[src/rtl/sdi_pkg.sv]
// ----------------------------------------------------------------------------
// sdi_pkg
// Shared types and constants for the sorted distinct identifier block.
// ----------------------------------------------------------------------------
package sdi_pkg;

    // identifier and reported count widths
    localparam int ID_W        = 64;
    localparam int CNT_OUT_W   = 6;
    localparam int MAX_IDS_DEF = 32;

    // controller state
    typedef enum logic {
        ST_LOAD,
        ST_DRAIN
    } t_state;

    // per-cycle command broadcast to every cell
    typedef struct packed {
        logic insert;   // take in the broadcast identifier
        logic shift;    // move every entry one place toward the head
    } t_cell_ctl;

endpackage

[src/rtl/sdi_cell.sv]
// ----------------------------------------------------------------------------
// sdi_cell
// One slot of the insertion chain: holds one identifier, compares it with the
// broadcast identifier and moves data to or from its neighbors.
// ----------------------------------------------------------------------------
module sdi_cell (
    input  logic                        i_clk,
    input  sdi_pkg::t_cell_ctl          i_ctl,
    input  logic [sdi_pkg::ID_W-1:0]    i_id,
    input  logic                        i_valid,
    input  logic [sdi_pkg::ID_W-1:0]    i_left_val,
    input  logic                        i_left_lt,
    input  logic [sdi_pkg::ID_W-1:0]    i_right_val,
    output logic [sdi_pkg::ID_W-1:0]    o_val,
    output logic                        o_lt,
    output logic                        o_eq
);
    import sdi_pkg::*;

    logic [ID_W-1:0] r_val;
    logic [ID_W-1:0] n_val;

    // compare the held entry with the broadcast identifier
    assign o_lt  = i_valid && (r_val < i_id);
    assign o_eq  = i_valid && (r_val == i_id);
    assign o_val = r_val;

    // keep smaller entries, open a gap at the insertion point, push the rest on
    always_comb begin
        n_val = r_val;
        if (i_ctl.shift) begin
            n_val = i_right_val;
        end else if (i_ctl.insert && !o_lt) begin
            n_val = i_left_lt ? i_id : i_left_val;
        end
    end

    always_ff @(posedge i_clk) begin
        r_val <= n_val;
    end

endmodule

[config.mk]
export PLATFORM = sky130hd
export DESIGN_NAME = sdi_cell
export DESIGN_NICKNAME = d
export VERILOG_FILES = /design/src/rtl/sdi_pkg.sv /design/src/rtl/sdi_cell.sv
export SDC_FILE = /design/constraint.sdc
export NUM_CORES = 1
export LEC_CHECK = 0
export BUFFER_PORTS_ARGS = -buffer_cell sky130_fd_sc_hd__buf_2
export CAP_MARGIN = 40
export CELL_PAD_IN_SITES_DETAIL_PLACEMENT = 1
export CELL_PAD_IN_SITES_GLOBAL_PLACEMENT = 1
export CORE_ASPECT_RATIO = 1.25
export CORE_MARGIN = 3
export CORE_UTILIZATION = 35
export DETAILED_ROUTE_END_ITERATION = 16
export MAX_ROUTING_LAYER = met4
export PLACE_DENSITY = 0.93
export SYNTH_ARGS = -nofsm -noshare
export SYNTH_HDL_FRONTEND = slang
export SYNTH_SLANG_ARGS = --single-unit
[constraint.sdc]
create_clock -name i_clk -period 10.6 [get_ports i_clk]
set_input_delay 3.18 -clock i_clk [delete_from_list [all_inputs] [get_ports i_clk]]
set_output_delay 3.18 -clock i_clk [all_outputs]
set_load 0.005 [all_outputs]
==> key figures <==
Detailed routing
  – DRC Markers: 0
  – Iteration-0 DRC Markers: 126
  – Routed len/inst: 17.6 um
  – Vias per cell: 5.08
  – Via count: 4806
  – Initial DRT Pass Iterations: 4
  – Post-route ant nets: 0
  – Drt total wl: 16600 um

Synthesis
  – Cell taking the most area after synthesis: edfxtp_1
  – Post-synth ARST share: 0%
  – Share of the synthesized area in the top cell type: 39.2%
  – Post-Syn Instances: 516
  – Top post-synthesis cells by count: nand2_1, o21ai_0, inv_1
  – Top cells by area, synth: edfxtp_1, ha_1, mux2i_1, o21ai_0, nand2_1
  – Syn avg cell area: 9.51 um^2
  – EDFF count, synth: 64
  – Syn Nets: 777
  – Top_reg_cell synth: edfxtp_1
  – Ys Warns: 0
  – Flops & latches, synth: 64
  – Cell Area, Synth: 4910 um^2
  – Top-count cell post-synth: nand2_1
  – Netlist cell types: 34
  – Register area share after synthesis: 39.2%

Die
  – Die area: 15500 um^2
  – Chip width: 112 um
  – DIE HEIGHT: 138 um
  – Initial core utilization: 36.4%
  – CORE AREA: 13500 um^2
  – I/O pin count: 263
  – FP Rows: 47

Clocking
  – Setup bufs post-CTS: 0
  – CTS Buf Count: 9
  – CTS tree: done
  – Clk Latency, worst-skew pair: 0.32 ns
  – Clock Sinks: 64
  – Post-CTS Resized: 0
  – Root buffer cell: clkbuf_16
  – CTS Buffer Depth: 2
  – Hold buffer count at cts: 0
  – Clk slew on worst S/H paths: 0.05 ns
  – H-Tree Depth: 3

Pwr
  – Reg power frac: 39.8%
  – Lkg Pwr: 3.53 nW
  – Clock Power Share: 34.1%
  – Net Switching: 239 uW
  – Total Power: 837 uW
  – Switching Share: 28.5%
  – Combinational share of power: 26.1%
  – Power per Cell Area: 125 nW/um^2
  – Internal: 598 uW
  – Worst VDD drop: 0.0000803 V

Run status
  – Outcome: completed

Setup path
  – WP data arrival: 5.11 ns
  – Worst Path Required: 7.42 ns
  – Reg2reg start: o_val[62]
  – CP endpoint kind: output pin
  – CP startpoint kind: input port
  – Origin of the worst setup path: i_id[62]
  – Peak fanout along the critical path: 6
  – Crit path kind: input port to output pin

STA
  – Fin Clk Skew: 0.0109 ns
  – Final period utilization: 78.2%
  – Fmax: 121 MHz
  – Final setup TNS: 0 ns
  – Final Slew Violations: 0
  – Tmin final: 8.29 ns
  – Final hold slack: 1.28 ns
  – Finish-stage setup viols: 0
  – Post-route setup slack: 2.31 ns
  – Endpoints failing hold: 0
  – Slew margin rel.: 44.9%
  – Worst Max-Slew Pin Slew: 0.826 ns
  – RSZ-0062 raised after global routing: no

GRT
  – Antenna violations before repair: 0
  – GRT overflow: 0
  – Vias in the first global route: 5375
  – First-pass GRT wire length: 25900 um
  – Total global routing track utilization: 21.4%
  – Largest net degree at the start of global routing: 70

Placement
  – GPL Wtd Cong: 0.816
  – Post-DP HPWL: 14000 um
  – PortBufs: 262
  – Post-place setup slack: 2.28 ns

Finish
  – Layout cells sized above 1: 36.3%
  – Fillcell total: 1660
  – Nets@finish: 1031
  – Layout area overhead: 36.1%
  – Max FFs per register: 64
  – Multi-input logic area: 2650 um^2
  – Diode count: 0
  – Reg area: 1920 um^2

Min path
  – Hold wc startpoint: o_val[55]
  – Hold Path Class: flip-flop to flip-flop

Run
  – Max-cap viol count: 0
[kinds of logic (layout without fill, tap and decap cells)]
group           after synthesis  after routing  share of synthesized area [%]
simple gates                123            123                           11.6
fa+ha+maj                    64             64                           16.3
mux                          64             64                           13.1
compound gates              111            111                           12.7
flops                        64             64                           39.2
buf+inv                      90            349                           7.14
[power by group through the flow]
stage	logic (mW)	clock network, mW	registers, mW
after detailed placement	0.221	0	0.339
after CTS	0.223	0.294	0.334
after floorplan	0.107	0	0.342
final	0.218	0.286	0.333
after global placement	0.210	0	0.336
after global routing	0.248	0.304	0.337
[stage by stage]
step / utilization (%) / std cells / area [um^2]
floorplan: - / 516 / 4910
global placement: 47.3 / 929 / 6370
detailed placement: 47.5 / 930 / 6390
CTS: 49.6 / 946 / 6680
global route: 49.6 / 946 / 6680
finish: 49.6 / 946 / 6680
[layer usage]
metal  global-route usage, %  wire length (um)  up-vias
met4                    8.46               523        0
met2                    41.2              9190      189
met5                       -                 0        -
li1                        -                 -     2353
met1                    20.8              5960     2223
met3                    4.02               959       41
[placed cells by master (no fill, tap or decap), types with 4 or more instances in the layout]
master,n
edfxtp_1,64
mux2i_1,64
nor2_1,4
clkbuf_16,9
nand2_1,85
ha_1,64
buf_4,4
nand4_1,7
o21ai_0,70
inv_1,68
nand3_1,9
buf_2,260
a221oi_1,4
and4_1,8
a21oi_1,23
[path summary, 6_finish.rpt]
path / end / slack [ns] / cells past startpoint
worst min register to register: o_val[37] / 1.28 / 5
worst max register to register: o_val[35] / 7.26 / 7
worst max-delay path: o_lt / 2.31 / 9
worst min-delay path: o_val[37] / 1.28 / 5
[worst max-delay path, stage by stage]
cell and delay (ns):
buf_2 0.09, inv_1 0.04, ha_1 0.30, and4_1 0.24, and4_1 0.37, nand4_1 0.21, a41o_1 0.31, and4b_1 0.22
buf_2 0.14
[layout make-up]
cell class / count / share of cell area, %
clock buffers: 11 / 3.49
well taps: 171 / 3.21
repair buffers: 265 / 20.2
flip-flops and latches: 64 / 28.8
multi-input cells: 362 / 39.7
clock inverters: 5 / 0.712
inverters: 68 / 3.82
No activity file was read; power rests on OpenSTA's default activity.
